**config.mk**
```make
export PLATFORM = sky130hd
export DESIGN_NAME = space_vector_pwm_compare_top
export DESIGN_NICKNAME = d
export VERILOG_FILES = /design/src/design/svpc_pkg.sv /design/src/design/svpc_proj.sv /design/src/design/svpc_times.sv /design/src/design/svpc_levels.sv /design/src/design/space_vector_pwm_compare_top.sv
export SDC_FILE = /design/constraint.sdc
export NUM_CORES = 2
export LEC_CHECK = 0
export BUFFER_PORTS_ARGS = -buffer_cell sky130_fd_sc_hd__buf_4
export CORE_UTILIZATION = 42
export CTS_CLUSTER_DIAMETER = 200
export CTS_CLUSTER_SIZE = 20
export DETAILED_ROUTE_END_ITERATION = 6
export GPL_TIMING_DRIVEN = 0
export MAX_ROUTING_LAYER = met4
export PLACE_DENSITY = 0.59
export SYNTH_ARGS = -nofsm -noshare
export SYNTH_HDL_FRONTEND = slang
export SYNTH_SLANG_ARGS = --single-unit
```
**constraint.sdc**
```tcl
create_clock -name clk -period 12.95 [get_ports clk]
set_input_delay 3.2375 -clock clk [delete_from_list [all_inputs] [get_ports clk]]
set_output_delay 3.2375 -clock clk [all_outputs]
set_load 0.02 [all_outputs]
```
**src/design/svpc_pkg.sv**
```systemverilog
// Shared types, constants and the sector table for the space vector PWM compare block.
// No dependencies; every other file of the block imports this package.
`default_nettype none

package svpc_pkg;

  typedef logic [2:0]  sector_t;
  typedef logic [13:0] top_t;
  typedef logic [14:0] factor_t;

  // Input word: stationary-frame voltage command, signed Q15.
  typedef struct packed {
    logic signed [15:0] volt_alpha;
    logic signed [15:0] volt_beta;
  } in_word_t;

  // Output word: three compare levels and the sector.
  typedef struct packed {
    logic [15:0] compare_u;
    logic [15:0] compare_v;
    logic [15:0] compare_w;
    sector_t     sector_out;
  } out_word_t;

  // Projection stage contents.
  typedef struct packed {
    logic signed [15:0] beta;
    logic signed [15:0] half_alpha;  // alpha * sqrt3/2
    logic signed [15:0] half_beta;   // beta / 2
  } proj_t;

  // Active and zero times with the sector.
  typedef struct packed {
    logic [15:0] t1;
    logic [15:0] t2;
    logic [15:0] t0;
    sector_t     sector;
  } times_t;

  localparam logic signed [15:0] HALF_SQRT3_Q15 = 16'sd28378;
  localparam logic [14:0]        SQRT3_Q14      = 15'd28378;
  localparam top_t               TOP_RESET      = 14'd1000;

  localparam sector_t SECTOR_NONE = 3'd0;
  localparam sector_t SECTOR_1    = 3'd1;
  localparam sector_t SECTOR_2    = 3'd2;
  localparam sector_t SECTOR_3    = 3'd3;
  localparam sector_t SECTOR_4    = 3'd4;
  localparam sector_t SECTOR_5    = 3'd5;
  localparam sector_t SECTOR_6    = 3'd6;

  // Maps the 3-bit projection sign code to a sector. Codes with all signs
  // equal have no sector.
  function automatic sector_t sector_of_code(input logic [2:0] code);
    sector_t sec;
    case (code)
      3'd1:    sec = SECTOR_2;
      3'd2:    sec = SECTOR_6;
      3'd3:    sec = SECTOR_1;
      3'd4:    sec = SECTOR_4;
      3'd5:    sec = SECTOR_3;
      3'd6:    sec = SECTOR_5;
      default: sec = SECTOR_NONE;
    endcase
    return sec;
  endfunction

endpackage

`default_nettype wire

```
**src/design/svpc_proj.sv**
```systemverilog
// First pipeline stage: alpha and beta projections (alpha*sqrt3/2, beta/2).
// Depends on svpc_pkg.
`default_nettype none

module svpc_proj (
  input  wire logic             clk,
  input  wire logic             rst,
  input  wire logic             vld_in,
  input  wire logic             adv,
  input  wire svpc_pkg::in_word_t word_in,
  output logic                  vld,
  output svpc_pkg::proj_t       proj
);
  import svpc_pkg::*;

  logic signed [31:0] alpha_prod;
  proj_t              proj_next;

  always_comb begin
    alpha_prod           = word_in.volt_alpha * HALF_SQRT3_Q15;
    proj_next.beta       = word_in.volt_beta;
    // Floor of the Q15 product; the result fits in 16 bits.
    proj_next.half_alpha = alpha_prod[30:15];
    proj_next.half_beta  = word_in.volt_beta >>> 1;
  end

  always_ff @(posedge clk) begin
    if (rst) begin
      vld <= 1'b0;
    end else if (adv) begin
      vld <= vld_in;
    end
  end

  always_ff @(posedge clk) begin
    if (adv) begin
      proj <= proj_next;
    end
  end

endmodule

`default_nettype wire

```
**src/design/svpc_times.sv**
```systemverilog
// Second and third pipeline stages: sector decode with X/Y/Z scaling, then
// active time selection and the zero time. Depends on svpc_pkg.
`default_nettype none

module svpc_times (
  input  wire logic            clk,
  input  wire logic            rst,
  input  wire logic            vld_in,
  input  wire logic            adv_xyz,
  input  wire logic            adv_t,
  input  wire svpc_pkg::proj_t proj,
  input  wire svpc_pkg::factor_t factor,
  input  wire svpc_pkg::top_t  top,
  output logic                 vld_xyz,
  output logic                 vld,
  output svpc_pkg::times_t     times
);
  import svpc_pkg::*;

  // Stage registers for X, Y, Z.
  logic [15:0] x;
  logic [15:0] y;
  logic [15:0] z;
  sector_t     sec_xyz;

  logic signed [16:0] sum_y;
  logic signed [16:0] sum_z;
  logic signed [16:0] u2;
  logic signed [16:0] u3;
  logic [2:0]         code;
  logic signed [31:0] x_prod;
  logic signed [32:0] y_prod;
  logic signed [32:0] z_prod;
  logic signed [15:0] factor_s;

  logic [15:0]        t1;
  logic [15:0]        t2;
  logic signed [18:0] diff;
  times_t             times_next;

  always_comb begin
    sum_y    = 17'(proj.half_alpha) + 17'(proj.half_beta);
    sum_z    = 17'(proj.half_beta) - 17'(proj.half_alpha);
    u2       = 17'(proj.half_alpha) - 17'(proj.half_beta);
    u3       = -sum_y;
    code     = {u3 > 17'sd0, u2 > 17'sd0, proj.beta > 16'sd0};
    factor_s = $signed({1'b0, factor});
    x_prod   = factor_s * proj.beta;
    y_prod   = 33'(factor_s) * 33'(sum_y);
    z_prod   = 33'(factor_s) * 33'(sum_z);
  end

  always_ff @(posedge clk) begin
    if (rst) begin
      vld_xyz <= 1'b0;
    end else if (adv_xyz) begin
      vld_xyz <= vld_in;
    end
  end

  always_ff @(posedge clk) begin
    if (adv_xyz) begin
      x       <= x_prod[30:15];
      y       <= y_prod[30:15];
      z       <= z_prod[30:15];
      sec_xyz <= sector_of_code(code);
    end
  end

  always_comb begin
    case (sec_xyz)
      SECTOR_1: begin t1 = 16'd0 - z; t2 = x;         end
      SECTOR_2: begin t1 = z;         t2 = y;         end
      SECTOR_3: begin t1 = x;         t2 = 16'd0 - y; end
      SECTOR_4: begin t1 = 16'd0 - x; t2 = z;         end
      SECTOR_5: begin t1 = 16'd0 - y; t2 = 16'd0 - z; end
      default:  begin t1 = y;         t2 = 16'd0 - x; end
    endcase
    diff              = $signed({5'b0, top}) - $signed({3'b0, t1}) - $signed({3'b0, t2});
    times_next.t1     = t1;
    times_next.t2     = t2;
    // Arithmetic shift right by two, kept modulo 2^16.
    times_next.t0     = diff[17:2];
    times_next.sector = sec_xyz;
  end

  always_ff @(posedge clk) begin
    if (rst) begin
      vld <= 1'b0;
    end else if (adv_t) begin
      vld <= vld_xyz;
    end
  end

  always_ff @(posedge clk) begin
    if (adv_t) begin
      times <= times_next;
    end
  end

endmodule

`default_nettype wire

```
**src/design/svpc_levels.sv**
```systemverilog
// Last pipeline stage: forms the three compare levels per sector and holds the
// output word. Depends on svpc_pkg.
`default_nettype none

module svpc_levels (
  input  wire logic             clk,
  input  wire logic             rst,
  input  wire logic             vld_in,
  input  wire logic             adv,
  input  wire svpc_pkg::times_t times,
  input  wire svpc_pkg::top_t   top,
  output logic                  vld,
  output svpc_pkg::out_word_t   word
);
  import svpc_pkg::*;

  logic [15:0] mid;
  logic [15:0] high;
  logic [15:0] low;
  logic [15:0] top16;
  out_word_t   word_next;

  always_comb begin
    low   = times.t0;
    mid   = times.t2 + times.t0;
    high  = times.t1 + mid;
    top16 = {2'b0, top};
    word_next.sector_out = times.sector;
    case (times.sector)
      SECTOR_1: begin
        word_next.compare_u = high; word_next.compare_v = mid;  word_next.compare_w = low;
      end
      SECTOR_2: begin
        word_next.compare_u = mid;  word_next.compare_v = high; word_next.compare_w = low;
      end
      SECTOR_3: begin
        word_next.compare_u = low;  word_next.compare_v = high; word_next.compare_w = mid;
      end
      SECTOR_4: begin
        word_next.compare_u = low;  word_next.compare_v = mid;  word_next.compare_w = high;
      end
      SECTOR_5: begin
        word_next.compare_u = mid;  word_next.compare_v = low;  word_next.compare_w = high;
      end
      SECTOR_6: begin
        word_next.compare_u = high; word_next.compare_v = low;  word_next.compare_w = mid;
      end
      default: begin
        // No sector (zero vector or degenerate sign code): all levels at top.
        word_next.compare_u  = top16;
        word_next.compare_v  = top16;
        word_next.compare_w  = top16;
        word_next.sector_out = SECTOR_NONE;
      end
    endcase
  end

  always_ff @(posedge clk) begin
    if (rst) begin
      vld <= 1'b0;
    end else if (adv) begin
      vld <= vld_in;
    end
  end

  always_ff @(posedge clk) begin
    if (adv) begin
      word <= word_next;
    end
  end

endmodule

`default_nettype wire

```
**src/design/space_vector_pwm_compare_top.sv**
```systemverilog
// Top level of the space vector PWM compare block: configuration register and
// the four-stage pipeline. Depends on svpc_pkg, svpc_proj, svpc_times, svpc_levels.
//
// Usage:
//   The input channel (in_valid, in_ready, in_word) takes one word holding a
//   signed Q15 voltage command (volt_alpha, volt_beta). The output channel
//   (out_valid, out_ready, out_word) returns one word per input word with the
//   three phase compare levels and the sector, in order.
//   The PWM counter top is written through cfg_wr_en and cfg_wr_data; the
//   write takes effect at once and should be made while no word is in flight.
//   An accepted word passes through four register stages on its way to out_valid:
//   projections, sector decode with X/Y/Z scaling, active and zero times, and
//   level ordering into the output register. While out_ready stays high, one
//   word enters per cycle, so the sustained throughput is one word per clock.
//   Each stage carries its own valid bit and loads whenever it is empty or the
//   stage after it moves, so bubbles collapse and a word can be taken while a
//   finished result still waits at the output. When the receiver holds
//   out_ready low the pipeline fills up to four words and then drops in_ready;
//   nothing is lost or repeated.
//   Synchronous reset (rst) empties the pipeline and loads a counter top of
//   1000. The scaling factor top*sqrt3 is registered from the counter top every
//   cycle and follows a write in the next cycle.
`default_nettype none

module space_vector_pwm_compare_top (
  input  wire logic                clk,
  input  wire logic                rst,
  input  wire logic                in_valid,
  output logic                     in_ready,
  input  wire svpc_pkg::in_word_t  in_word,
  output logic                     out_valid,
  input  wire logic                out_ready,
  output svpc_pkg::out_word_t      out_word,
  input  wire logic                cfg_wr_en,
  input  wire svpc_pkg::top_t      cfg_wr_data
);
  import svpc_pkg::*;

  top_t        pwm_period_top;
  factor_t     factor;
  logic [28:0] factor_prod;

  logic   vld_proj;
  logic   vld_xyz;
  logic   vld_times;
  logic   rdy_proj;
  logic   rdy_xyz;
  logic   rdy_times;
  logic   rdy_out;
  proj_t  proj;
  times_t times;

  always_ff @(posedge clk) begin
    if (rst) begin
      pwm_period_top <= TOP_RESET;
    end else if (cfg_wr_en) begin
      pwm_period_top <= cfg_wr_data;
    end
  end

  // factor = floor(top * sqrt3 in Q14); fits in 15 bits.
  assign factor_prod = 29'(pwm_period_top) * 29'(SQRT3_Q14);

  always_ff @(posedge clk) begin
    factor <= factor_prod[28:14];
  end

  // A stage may load when it is empty or its successor is moving.
  assign rdy_out   = !out_valid || out_ready;
  assign rdy_times = !vld_times || rdy_out;
  assign rdy_xyz   = !vld_xyz   || rdy_times;
  assign rdy_proj  = !vld_proj  || rdy_xyz;
  assign in_ready  = rdy_proj;

  svpc_proj u_proj (
    .clk     (clk),
    .rst     (rst),
    .vld_in  (in_valid),
    .adv     (rdy_proj),
    .word_in (in_word),
    .vld     (vld_proj),
    .proj    (proj)
  );

  svpc_times u_times (
    .clk     (clk),
    .rst     (rst),
    .vld_in  (vld_proj),
    .adv_xyz (rdy_xyz),
    .adv_t   (rdy_times),
    .proj    (proj),
    .factor  (factor),
    .top     (pwm_period_top),
    .vld_xyz (vld_xyz),
    .vld     (vld_times),
    .times   (times)
  );

  svpc_levels u_levels (
    .clk    (clk),
    .rst    (rst),
    .vld_in (vld_times),
    .adv    (rdy_out),
    .times  (times),
    .top    (pwm_period_top),
    .vld    (out_valid),
    .word   (out_word)
  );

endmodule

`default_nettype wire

```
==> run_results.csv <==
group,metric,value,unit
logic_synthesis,synth_area,0.0501,mm2
worst_setup_path,crit_arrival,11.37,ns
global_route,grt-ovfl-total,0,
floorplan,dieWidth,348,um
clock_tree,ctsResizeCount,0,
sta,finalSetupTns,0,ns
global_route,antenna_found_initial,8,
worst_setup_path,cp_data_required_time,13.26,ns
floorplan,io_pins,104,
floorplan,fp.coreArea,0.118,mm2
logic_synthesis,synth_seq_cells,218,
routing,drc,0,
sta,period_share,85.4,%
logic_synthesis,synth_edf_count,185,
logic_synthesis,yosysTopAreaCell,"fa_1",
layout,drive_gt1_share,3.14,%
hold_path,hold_class,"reg2reg",
logic_synthesis,synthTopCellsByCount,"inv_1 (1188), fa_1 (864), ha_1 (579)",
sta,fin_crit,11.06,ns
routing,final_antenna_net_count,0,
clock_tree,clk_latency,0.59,ns
clock_tree,root_buffer,"clkbuf_16",
sta,rsz0062_at_grt,"no",
worst_setup_path,crit_path_max_fanout,10,
placed_design,gp_congestion,0.982,
global_route,grt_pass1_wl,236,mm
logic_synthesis,ys_seq_area_share,12.4,%
clock_tree,cts_num_sinks,218,
clock_tree,hold_buffers,0,
clock_tree,post_cts_buffers,0,
logic_synthesis,synth_nets,6967,
global_route,track_usage,26.5,%
routing,drt_iter0_drc,2668,
floorplan,initial_core_util,42.4,%
logic_synthesis,synth_area_leaders,"fa_1 (34%), ha_1 (14%), edfxtp_1 (11%)",
layout,area_growth,6.51,%
flow_run,drv_cap,0,
clock_tree,cts_tree,"done",
clock_tree,clk_path_buf_depth,3,
clock_tree,clkTransAtPathRegs,0.09,ns
routing,firstDrtPassIters,5,
routing,vias_per_cell,5.36,
sta,slew_headroom,7.42,%
worst_setup_path,cp_common_cell,"fa_1",
logic_synthesis,syn-instance-count,5473,
clock_tree,numCtsBuffers,15,
logic_synthesis,yosysUniqueCellTypes,88,
placed_design,dpl_worst_slack,1.90,ns
routing,post_drt_wl_per_cell,21.4,um
logic_synthesis,yosysMostFrequentCell,"inv_1",
sta,worst_slack,1.89,ns
sta,whs,0.464,ns
placed_design,port_buffers,102,
sta,setup_violations,0,
global_route,grt_max_degree,48,
floorplan,num_rows,126,
sta,clock.fmax,90.4,MHz
logic_synthesis,synth-async-reset-ratio,0,%
sta,finalHoldViolCount,0,
worst_setup_path,crit_type,"reg2reg",
worst_setup_path,slowest_delay,0.65,ns
sta,final-max-slew-violation-count,0,
floorplan,die-area,0.121,mm2
sta,max_slew.worst_pin.slew,1.38,ns
floorplan,die_h,348,um
logic_synthesis,yosys_most_used_dff,"edfxtp_1",
logic_synthesis,synth_top_cell_area_share,34.5,%
routing,vias,38300,
global_route,grt_pass1_vias,39600,
worst_setup_path,critPathLaunchType,"register",
clock_tree,h-tree-depth,1,
logic_synthesis,syn_area_per_cell,9.16,um2
routing,routed_wl,153,mm
outcome,run_status,"complete, no violations",
worst_setup_path,cp-end-kind,"register",
logic_synthesis,yosysWarningCount,0,
layout,finalNetCount,7091,
worst_setup_path,critPathSlowestCell,"clkbuf_1",
sta,finClkSkew,0.0528,ns
placed_design,hpwl,128,mm
==> cells in the final DEF, fill, tap and decap left out, types with 103 or more instances in the layout <==
master       n
fa_1       864
buf_4      103
ha_1       579
nor2_1     223
clkbuf_1   210
o21ai_0    115
nand2_1    541
and2_1     313
inv_1     1186
xnor2_1    174
a21oi_1    187
edfxtp_1   185
==> layer usage <==
metal	share of wire (%)	track usage [%]	up-vias	wire [um]
met3	6.8	3.07	268	10400
met5	0	-	-	0
met2	46	42.2	1309	70200
li1	-	-	17500	-
met1	43	34.6	19200	65000
met4	4.6	10.6	0	7030
==> metrics by stage <==
step,utilization [%],cell area (um2),cells
final,45.2,53400,7147
after floorplan,-,50100,5473
after global placement,44.7,52800,7111
after global routing,45.2,53400,7146
after CTS,45.2,53400,7142
after detailed placement,44.8,52900,7116
==> kinds of logic (layout without fill, tap and decap cells) <==
group | Yosys count | after routing | share of synthesized area (%)
multiplexers | 40 | 40 | 0.821
AND/OR/NAND/NOR | 1417 | 1417 | 13.8
AO/OA/AOI/OAI | 686 | 686 | 9.04
buffers and inverters | 1416 | 1549 | 10.6
adder cells (fa/ha/maj) | 1443 | 1443 | 48.9
XOR/XNOR | 253 | 253 | 4.42
flip-flops | 218 | 218 | 12.4
other | 0 | 5 | 0
==> sequential cells by signal, summed over array words and instances, names as in the netlist <==
name and flops:
factor 15, pwm_period_top 14, u_levels.vld 1, u_levels.word 51, u_proj.proj 32, u_proj.vld 1
u_times.sec_xyz 3, u_times.times 51, u_times.vld 1, u_times.vld_xyz 1, u_times.x 16, u_times.y 16
u_times.z 16
==> area by class of cell <==
cell class,count,area [um2]
clock buffer,21,398
clock inverter,5,62.6
fill,11700,64800
tap,1536,1920
sequential,218,6220
multi-input combinational,3839,38600
buffer,226,855
inverter,1190,4470
timing repair buffer,107,853
antenna,5,12.5
==> worst paths after layout <==
path / slack, ns / end / depth (start not counted) / start
setup reg to reg: 1.89 / u_times.z[15]$_DFFE_PP_ / 34 / u_proj.proj[3]$_DFFE_PP_
hold / removal: 0.46 / u_times.times[1]$_DFFE_PP_ / 0 / u_times.sec_xyz[1]$_DFFE_PP_
setup / recovery: 1.89 / u_times.z[15]$_DFFE_PP_ / 34 / u_proj.proj[3]$_DFFE_PP_
hold reg to reg: 0.46 / u_times.times[1]$_DFFE_PP_ / 0 / u_times.sec_xyz[1]$_DFFE_PP_
==> worst max-delay path, delay by kind of cell, from the launching register on <==
kind / cells / cell delay [ns]
AO/OA/AOI/OAI: 12 / 3.16
XOR/XNOR: 2 / 0.89
adder cells (fa/ha/maj): 8 / 3.54
buffers and inverters: 9 / 2.18
flip-flops: 1 / 0.39
AND/OR/NAND/NOR: 3 / 0.63
Power is left out: the tool's default activity adds up to more than one toggle a clock period on the data nets, which glitch-free logic cannot reach.
